[config.mk]
export PLATFORM = sky130hd
export DESIGN_NAME = c_source_tokenizer_core
export DESIGN_NICKNAME = d
export VERILOG_FILES = /design/src/hw/rtl/cst_pkg.sv /design/src/hw/rtl/c_source_tokenizer_core.sv /design/src/hw/rtl/cst_lex.sv /design/src/hw/rtl/cst_obuf.sv
export SDC_FILE = /design/constraint.sdc
export NUM_CORES = 1
export LEC_CHECK = 0
export ABC_AREA = 1
export ABC_CLOCK_PERIOD_IN_PS = 7040
export BUFFER_PORTS_ARGS = -buffer_cell sky130_fd_sc_hd__buf_4
export CAP_MARGIN = 5
export CORE_MARGIN = 4
export CORE_UTILIZATION = 40
export DETAILED_ROUTE_END_ITERATION = 16
export PLACE_DENSITY = 0.56
export SYNTH_ARGS = -nofsm -noshare
export SYNTH_HDL_FRONTEND = slang
export SYNTH_SLANG_ARGS = --single-unit
[constraint.sdc]
create_clock -name clk -period 7.04 [get_ports clk]
set_input_delay 1.408 -clock clk [delete_from_list [all_inputs] [get_ports clk]]
set_output_delay 1.408 -clock clk [all_outputs]
set_load 0.01 [all_outputs]
[src/hw/rtl/cst_pkg.sv]
// Shared types, character constants and byte classes for the C source tokenizer.
`default_nettype none

package cst_pkg;

    localparam logic [7:0] CH_NL     = 8'h0a;
    localparam logic [7:0] CH_TAB    = 8'h09;
    localparam logic [7:0] CH_SPACE  = 8'h20;
    localparam logic [7:0] CH_SQUOTE = 8'h27;
    localparam logic [7:0] CH_DQUOTE = 8'h22;
    localparam logic [7:0] CH_BSLASH = 8'h5c;
    localparam logic [7:0] CH_DOLLAR = 8'h24;
    localparam logic [7:0] CH_UNDER  = 8'h5f;
    localparam logic [7:0] CH_EQ     = 8'h3d;
    localparam logic [7:0] CH_LT     = 8'h3c;
    localparam logic [7:0] CH_GT     = 8'h3e;
    localparam logic [7:0] CH_MINUS  = 8'h2d;
    localparam logic [7:0] CH_PLUS   = 8'h2b;
    localparam logic [7:0] CH_PIPE   = 8'h7c;
    localparam logic [7:0] CH_AMP    = 8'h26;
    localparam logic [7:0] CH_STAR   = 8'h2a;
    localparam logic [7:0] CH_CARET  = 8'h5e;
    localparam logic [7:0] CH_SLASH  = 8'h2f;
    localparam logic [7:0] CH_PCT    = 8'h25;
    localparam logic [7:0] CH_BANG   = 8'h21;

    typedef enum logic [8:0] {
        MODE_IDLE    = 9'b000000001,
        MODE_WORD    = 9'b000000010,
        MODE_CHR     = 9'b000000100,
        MODE_CHR_ESC = 9'b000001000,
        MODE_STR     = 9'b000010000,
        MODE_STR_ESC = 9'b000100000,
        MODE_OP      = 9'b001000000,
        MODE_SHIFT   = 9'b010000000,
        MODE_ERROR   = 9'b100000000
    } lex_mode_t;

    typedef struct packed {
        logic [7:0] out_byte;
        logic       byte_valid;
        logic       lex_error;
        logic       text_done;
        logic       last_of_run;
    } out_rec_t;

    typedef struct packed {
        logic [1:0]          cnt;
        out_rec_t [2:0]      rec;
    } lex_res_t;

    function automatic logic is_space(input logic [7:0] b);
        return (b == CH_SPACE) || (b == CH_TAB) || (b == CH_NL);
    endfunction

    function automatic logic is_word(input logic [7:0] b);
        return (b inside {[8'h30:8'h39], [8'h61:8'h7a], [8'h41:8'h5a]}) ||
               (b == CH_UNDER) || (b == CH_DOLLAR);
    endfunction

    function automatic logic is_lone(input logic [7:0] b);
        return b inside {8'h28, 8'h29, 8'h3b, 8'h2c, 8'h7b, 8'h7d, 8'h5b, 8'h5d,
                         8'h7e, 8'h2e};
    endfunction

    function automatic logic is_op_start(input logic [7:0] b);
        return b inside {CH_EQ, CH_STAR, CH_PIPE, CH_CARET, CH_AMP, CH_LT, CH_GT,
                         CH_PLUS, CH_MINUS, CH_SLASH, CH_PCT, CH_BANG};
    endfunction

    function automatic logic op_follows(input logic [7:0] op, input logic [7:0] b);
        logic r;
        r = 1'b0;
        if (b == CH_EQ)
        begin
            r = 1'b1;
        end
        else if (op inside {CH_PIPE, CH_AMP, CH_LT, CH_GT, CH_PLUS})
        begin
            r = (b == op);
        end
        else if (op == CH_MINUS)
        begin
            r = (b == CH_MINUS) || (b == CH_GT);
        end
        return r;
    endfunction

    function automatic out_rec_t mk_rec(input logic [7:0] b, input logic v,
                                        input logic err);
        out_rec_t r;
        r.out_byte    = v ? b : 8'h00;
        r.byte_valid  = v;
        r.lex_error   = err;
        r.text_done   = 1'b0;
        r.last_of_run = 1'b0;
        return r;
    endfunction

endpackage

`default_nettype wire

[src/hw/rtl/c_source_tokenizer_core.sv]
// Top level of the streaming C source tokenizer.
// Flow: an accepted byte waits in the input register until the result buffer is free;
// it is then decoded and its results are loaded into the buffer, which offers them.
// Throughput: one result byte per cycle while m_axis_tready is high; an item holds
// the decoder until its last result byte is taken, set by the single-byte result channel.
// Reset (rst_n low, asynchronous): lexer idle, no pending operator, buffers empty.
`default_nettype none

module c_source_tokenizer_core
(
    input  wire logic        clk,
    input  wire logic        rst_n,
    input  wire logic        s_axis_tvalid,
    output logic             s_axis_tready,
    input  wire logic [7:0]  s_axis_tdata,   // in_byte
    input  wire logic        s_axis_tlast,   // end_of_text
    output logic             m_axis_tvalid,
    input  wire logic        m_axis_tready,
    output logic [7:0]       m_axis_tdata,   // out_byte
    output logic [2:0]       m_axis_tuser,   // byte_valid, lex_error, text_done
    output logic             m_axis_tlast    // last_of_run
);
    import cst_pkg::*;

    logic       in_vld_reg;
    logic [7:0] in_byte_reg;
    logic       in_eot_reg;
    logic       free;
    logic       fire;
    lex_res_t   res;

    assign fire          = in_vld_reg && free;
    assign s_axis_tready = !in_vld_reg || free;

    always_ff @(posedge clk or negedge rst_n)
    begin
        if (!rst_n)
        begin
            in_vld_reg <= 1'b0;
        end
        else if (s_axis_tvalid && s_axis_tready)
        begin
            in_vld_reg <= 1'b1;
        end
        else if (fire)
        begin
            in_vld_reg <= 1'b0;
        end
    end

    always_ff @(posedge clk)
    begin
        if (s_axis_tvalid && s_axis_tready)
        begin
            in_byte_reg <= s_axis_tdata;
            in_eot_reg  <= s_axis_tlast;
        end
    end

    cst_lex u_lex
    (
        .clk     (clk),
        .rst_n   (rst_n),
        .fire    (fire),
        .in_byte (in_byte_reg),
        .in_eot  (in_eot_reg),
        .res     (res)
    );

    cst_obuf u_obuf
    (
        .clk           (clk),
        .rst_n         (rst_n),
        .load          (fire),
        .res           (res),
        .free          (free),
        .m_axis_tvalid (m_axis_tvalid),
        .m_axis_tready (m_axis_tready),
        .m_axis_tdata  (m_axis_tdata),
        .m_axis_tuser  (m_axis_tuser),
        .m_axis_tlast  (m_axis_tlast)
    );

endmodule

`default_nettype wire

[src/hw/rtl/cst_lex.sv]
// Lexer state and per-byte decode into up to three result bytes.
`default_nettype none

module cst_lex
(
    input  wire logic             clk,
    input  wire logic             rst_n,
    input  wire logic             fire,
    input  wire logic [7:0]       in_byte,
    input  wire logic             in_eot,
    output cst_pkg::lex_res_t     res
);
    import cst_pkg::*;

    lex_mode_t  mode_reg;
    lex_mode_t  mode_next;
    logic [7:0] op_reg;
    logic [7:0] op_next;

    always_comb
    begin
        logic [1:0] n;
        logic       start;
        n         = 2'd0;
        start     = 1'b0;
        res       = '0;
        mode_next = mode_reg;
        op_next   = op_reg;

        if (in_eot)
        begin
            if (mode_reg == MODE_WORD || mode_reg == MODE_OP || mode_reg == MODE_SHIFT)
            begin
                res.rec[0] = mk_rec(CH_NL, 1'b1, 1'b0);
            end
            else
            begin
                res.rec[0] = mk_rec(8'h00, 1'b0, mode_reg == MODE_ERROR);
            end
            res.rec[0].text_done = 1'b1;
            n         = 2'd1;
            mode_next = MODE_IDLE;
            op_next   = 8'h00;
        end
        else
        begin
            case (mode_reg)
                MODE_ERROR:
                begin
                end
                MODE_CHR, MODE_STR:
                begin
                    res.rec[n] = mk_rec(in_byte, 1'b1, 1'b0);
                    n = n + 2'd1;
                    if (in_byte == ((mode_reg == MODE_CHR) ? CH_SQUOTE : CH_DQUOTE))
                    begin
                        res.rec[n] = mk_rec(CH_NL, 1'b1, 1'b0);
                        n = n + 2'd1;
                        mode_next = MODE_IDLE;
                    end
                    else if (in_byte == CH_BSLASH)
                    begin
                        mode_next = (mode_reg == MODE_CHR) ? MODE_CHR_ESC : MODE_STR_ESC;
                    end
                end
                MODE_CHR_ESC:
                begin
                    res.rec[n] = mk_rec(in_byte, 1'b1, 1'b0);
                    n = n + 2'd1;
                    mode_next = MODE_CHR;
                end
                MODE_STR_ESC:
                begin
                    res.rec[n] = mk_rec(in_byte, 1'b1, 1'b0);
                    n = n + 2'd1;
                    mode_next = MODE_STR;
                end
                MODE_WORD:
                begin
                    if (is_word(in_byte))
                    begin
                        res.rec[n] = mk_rec(in_byte, 1'b1, 1'b0);
                        n = n + 2'd1;
                    end
                    else
                    begin
                        res.rec[n] = mk_rec(CH_NL, 1'b1, 1'b0);
                        n = n + 2'd1;
                        mode_next = MODE_IDLE;
                        start = 1'b1;
                    end
                end
                MODE_OP:
                begin
                    if (op_follows(op_reg, in_byte))
                    begin
                        res.rec[n] = mk_rec(in_byte, 1'b1, 1'b0);
                        n = n + 2'd1;
                        if ((op_reg == CH_LT || op_reg == CH_GT) && in_byte == op_reg)
                        begin
                            mode_next = MODE_SHIFT;
                        end
                        else
                        begin
                            res.rec[n] = mk_rec(CH_NL, 1'b1, 1'b0);
                            n = n + 2'd1;
                            mode_next = MODE_IDLE;
                            op_next   = 8'h00;
                        end
                    end
                    else
                    begin
                        res.rec[n] = mk_rec(CH_NL, 1'b1, 1'b0);
                        n = n + 2'd1;
                        mode_next = MODE_IDLE;
                        op_next   = 8'h00;
                        start     = 1'b1;
                    end
                end
                MODE_SHIFT:
                begin
                    mode_next = MODE_IDLE;
                    op_next   = 8'h00;
                    if (in_byte == CH_EQ)
                    begin
                        res.rec[n] = mk_rec(in_byte, 1'b1, 1'b0);
                        n = n + 2'd1;
                        res.rec[n] = mk_rec(CH_NL, 1'b1, 1'b0);
                        n = n + 2'd1;
                    end
                    else
                    begin
                        res.rec[n] = mk_rec(CH_NL, 1'b1, 1'b0);
                        n = n + 2'd1;
                        start = 1'b1;
                    end
                end
                default:
                begin
                    mode_next = MODE_IDLE;
                    op_next   = 8'h00;
                    start     = 1'b1;
                end
            endcase

            if (start && !is_space(in_byte))
            begin
                if (in_byte == CH_SQUOTE)
                begin
                    res.rec[n] = mk_rec(in_byte, 1'b1, 1'b0);
                    n = n + 2'd1;
                    mode_next = MODE_CHR;
                end
                else if (in_byte == CH_DQUOTE)
                begin
                    res.rec[n] = mk_rec(in_byte, 1'b1, 1'b0);
                    n = n + 2'd1;
                    mode_next = MODE_STR;
                end
                else if (is_word(in_byte))
                begin
                    res.rec[n] = mk_rec(in_byte, 1'b1, 1'b0);
                    n = n + 2'd1;
                    mode_next = MODE_WORD;
                end
                else if (is_op_start(in_byte))
                begin
                    res.rec[n] = mk_rec(in_byte, 1'b1, 1'b0);
                    n = n + 2'd1;
                    op_next   = in_byte;
                    mode_next = MODE_OP;
                end
                else if (is_lone(in_byte))
                begin
                    res.rec[n] = mk_rec(in_byte, 1'b1, 1'b0);
                    n = n + 2'd1;
                    res.rec[n] = mk_rec(CH_NL, 1'b1, 1'b0);
                    n = n + 2'd1;
                end
                else
                begin
                    mode_next = MODE_ERROR;
                    res.rec[n] = mk_rec(8'h00, 1'b0, 1'b1);
                    n = n + 2'd1;
                end
            end
        end

        if (n != 2'd0)
        begin
            res.rec[n - 2'd1].last_of_run = 1'b1;
        end
        res.cnt = n;
    end

    always_ff @(posedge clk or negedge rst_n)
    begin
        if (!rst_n)
        begin
            mode_reg <= MODE_IDLE;
            op_reg   <= 8'h00;
        end
        else if (fire)
        begin
            mode_reg <= mode_next;
            op_reg   <= op_next;
        end
    end

endmodule

`default_nettype wire

[src/hw/rtl/cst_obuf.sv]
// Result buffer: holds the bytes of one decoded item and sends them one per request.
`default_nettype none

module cst_obuf
(
    input  wire logic             clk,
    input  wire logic             rst_n,
    input  wire logic             load,
    input  wire cst_pkg::lex_res_t res,
    output logic                  free,
    output logic                  m_axis_tvalid,
    input  wire logic             m_axis_tready,
    output logic [7:0]            m_axis_tdata,   // out_byte
    output logic [2:0]            m_axis_tuser,   // byte_valid, lex_error, text_done
    output logic                  m_axis_tlast    // last_of_run
);
    import cst_pkg::*;

    out_rec_t [2:0] ent_reg;
    logic [1:0]     cnt_reg;
    logic [1:0]     idx_reg;
    out_rec_t       cur;
    logic           pop;

    always_comb
    begin
        case (idx_reg)
            2'd0:    cur = ent_reg[0];
            2'd1:    cur = ent_reg[1];
            default: cur = ent_reg[2];
        endcase
    end

    assign m_axis_tvalid = (cnt_reg != 2'd0);
    assign m_axis_tdata  = cur.out_byte;
    assign m_axis_tuser  = {cur.text_done, cur.lex_error, cur.byte_valid};
    assign m_axis_tlast  = cur.last_of_run;
    assign pop           = m_axis_tvalid && m_axis_tready;
    assign free          = (cnt_reg == 2'd0) || (pop && (idx_reg == cnt_reg - 2'd1));

    always_ff @(posedge clk or negedge rst_n)
    begin
        if (!rst_n)
        begin
            cnt_reg <= 2'd0;
            idx_reg <= 2'd0;
        end
        else if (load)
        begin
            cnt_reg <= res.cnt;
            idx_reg <= 2'd0;
        end
        else if (pop)
        begin
            if (idx_reg == cnt_reg - 2'd1)
            begin
                cnt_reg <= 2'd0;
                idx_reg <= 2'd0;
            end
            else
            begin
                idx_reg <= idx_reg + 2'd1;
            end
        end
    end

    always_ff @(posedge clk)
    begin
        if (load)
        begin
            ent_reg <= res.rec;
        end
    end

endmodule

`default_nettype wire
==> impl_metrics.ini <==
[run_status]
status = completed

[synthesis]
synth_area_leaders = edfxtp_1, nand2_1, dfrtp_1, nand3_1, inv_1
synth_seq_cells = 65
synth_top_area_share_pct = 28.2
ys.flop_type = edfxtp_1
yosysWarnings = 0
syn-mean-instance-area_um2 = 7.41
ys_seq_area_share_pct = 40.2
postSynthCellCount = 619
yosysMostFrequentCell = nand2_1
synth-edff-count = 43
synth_common_cells = nand2_1, inv_1, nand3_1, nor2_1, edfxtp_1
yosys.area.top_type = edfxtp_1
async_flop_share_pct = 33.8
synth_cell_types = 47
syn-cell-area_um2 = 4590

[min_path]
whs_path_depth = 2
whs_endpoint = u_obuf.cnt_reg[1]
hp-class = reg2reg
worst_hold_startpoint = u_obuf.cnt_reg[1]

[floorplan]
ioPinCount = 27
die_x_um = 115
die_area_um2 = 13200
rows = 38
initial_core_util_pct = 41.6
die_y_um = 115
core_um2 = 11000

[drt]
wire_per_inst_um = 16.9
wl_met2_mm = 6.25
via_per_inst = 5.44
wl_met1_mm = 5.92
drtAntennaViolNets = 0
post-route-drc-count = 0
route.top_layer_used = met4
via_count = 4295
wirelength_mm = 13.4
drt_iter0_markers = 355
dr.pass1.iters = 5
wl_met3_um = 780

[placement]
io_buffer_count = 26
gp_congestion = 0.982
dp_hpwl_mm = 10.1

[worst_setup_path]
r2r_start = in_byte_reg[4]
reg2reg_slack_ps = 3510
critPathTopFamily = simple AND/OR/NAND/NOR gates
critPathCaptureType = primary output
cp_cell_sequence = inv_1 -> ha_1 -> nor2_1 -> a22oi_1 -> nand2_1 -> buf_4
startpoint = u_obuf.idx_reg[0]
crit_arrival_ps = 2260
cp.buffers_inverters = 2
worstSetupPathType = reg2out
crit_slowest_cell = nor2_1
required_ps = 5630
rr_endpoint = u_obuf.ent_reg[19]
critPathMaxStageDelay_ps = 670
path_max_fanout = 13
rr_worst_depth = 16
start_kind = register

[timing]
fin_crit_ps = 3670
slew_headroom_pct = 31.7
slew_violations = 0
fmax_ghz = 0.272
fin_crit_sh_pct = 52.1
fin_skew_ps = 8.36
hold_viol = 0
setup_viol = 0
finalSetupTns_ps = 0
tightest_slew_ps = 1020
grt_setup_unrepaired = no

[global_routing]
track_usage_pct = 20.9
overflow = 0
antenna_found_initial = 0
grt_pass1_vias = 4066
grt_max_degree = 51
grt_pass1_wl_mm = 21.6

[cts]
cts_resized = 0
cts_hold_buf = 0
postCtsSetupBuffers = 0
clock_latency_ps = 340
cts_buffers = 9
clkTransAtPathRegs_ps = 60
cts_tree = done
ctsLongestPathBuffers = 2
h-tree-depth = 3
clock_sinks = 65
cts-root-buf = clkbuf_16

[finish]
largest_register_ffs = 34
seqCellArea_um2 = 1840
fillers = 1113
syn_to_final_growth_pct = 12.7
post-route-util_pct = 46.9
antennaDiodeCount = 0
nets = 665
final_layout_size_suffix_gt1_share_pct = 15.7
multi_input_area_um2 = 2380

[power_and_ir_drop]
p_per_area_nw_per_um2 = 387
vdd_drop_max_mv = 0.197
power.leakage_nw = 2.43

[job]
max_cap_violations = 0
==> worst reg2reg max path, stage by stage, from the launching register on <==
cell	delay, ps
edfxtp_1	550
inv_2	250
nand3_1	230
nor3_1	370
nand3_1	220
nand2_1	130
nand2_1	70
inv_1	70
nand2_1	160
inv_1	130
ha_1	490
nand3_1	200
nand2_2	170
nand2_1	100
nand2_1	90
nand4_1	90
nand2_1	90
==> placed cells by master (no fill, tap or decap), types with 2 or more instances in the layout <==
master	synthesis	routed
a211oi_2	2	2
a21oi_1	13	13
a22oi_1	11	11
buf_4	2	27
clkbuf_16	0	9
clkinv_1	1	2
clkinv_2	0	2
clkinvlp_4	0	2
conb_1	1	2
dfrtp_1	21	21
edfxtp_1	43	43
ha_1	8	8
inv_1	61	61
inv_2	13	13
nand2_1	193	193
nand2_2	13	13
nand2_4	3	3
nand3_1	61	61
nand3_2	6	6
nand4_1	16	16
nor2_1	51	51
nor2_2	10	10
nor2_4	7	7
nor3_1	16	16
o2111ai_1	3	3
o21ai_0	20	20
o21ai_1	9	9
o22ai_1	3	3
o31ai_1	2	2
xor2_1	2	2
==> routing by layer <==
| metal | up-vias | track usage [%] |
|---|---|---|
| li1 | 2112 | - |
| met1 | 1999 | 28.1 |
| met2 | 152 | 33.9 |
| met3 | 32 | 3.37 |
| met4 | 0 | 8.29 |
| met5 | - | 0 |
==> per-stage QoR <==
| step | cell area, um2 | setup WS, ps | hold slack, ps | cells | total power (W) |
|---|---|---|---|---|---|
| 2_1_floorplan | 4590 | 3590 | 449 | 620 | 0.00128 |
| 3_3_place_gp | 4880 | 3640 | 472 | 773 | 0.00156 |
| 3_5_place_dp | 4880 | 3610 | 482 | 773 | 0.00157 |
| 4_1_cts | 5170 | 3320 | 497 | 789 | 0.00201 |
| 5_1_grt | 5170 | 3120 | 509 | 789 | 0.00214 |
| 6_report | 5170 | 3370 | 491 | 789 | 0.00200 |
==> cells by family (layout without fill, tap and decap cells) <==
logic type,count (synthesis),in the layout,synth area share (%)
AND/OR/NAND/NOR,381,381,38.8
buffers and inverters,89,118,7.99
AO/OA/AOI/OAI,73,73,10.3
flip-flops,65,65,40.2
adder cells (fa/ha/maj),8,8,2.18
XOR/XNOR,2,2,0.382
other,1,2,0.0818
==> cell type report <==
| cell class | count | share of cell area, % |
|---|---|---|
| Clock buffer | 10 | 4.43 |
| Clock inverter | 6 | 1.14 |
| Inverter | 75 | 5.44 |
| Multi-Input combinational cell | 466 | 46.0 |
| Sequential cell | 65 | 35.6 |
| Tap cell | 140 | 3.39 |
| Timing Repair Buffer | 27 | 3.92 |
==> how the worst max path moves through the flow <==
stage,to,slack (ps),depth (start not counted)
final,m_axis_tdata[3],3370,6
after global routing,m_axis_tdata[3],3120,6
after CTS,m_axis_tdata[6],3320,6
after detailed placement,u_lex.mode_reg[5],3610,7
after global placement,u_lex.mode_reg[5],3640,7
after floorplan,u_obuf.ent_reg[0],3590,5
==> power breakdown <==
group	internal [W]	total, W	switching [W]
clock network	0.000271	0.000437	0.000166
logic	0.000286	0.000889	0.000603
registers	0.000586	0.000675	0.0000885
total	0.00114	0.00200	0.000857
(Power assumes the default switching activity.)
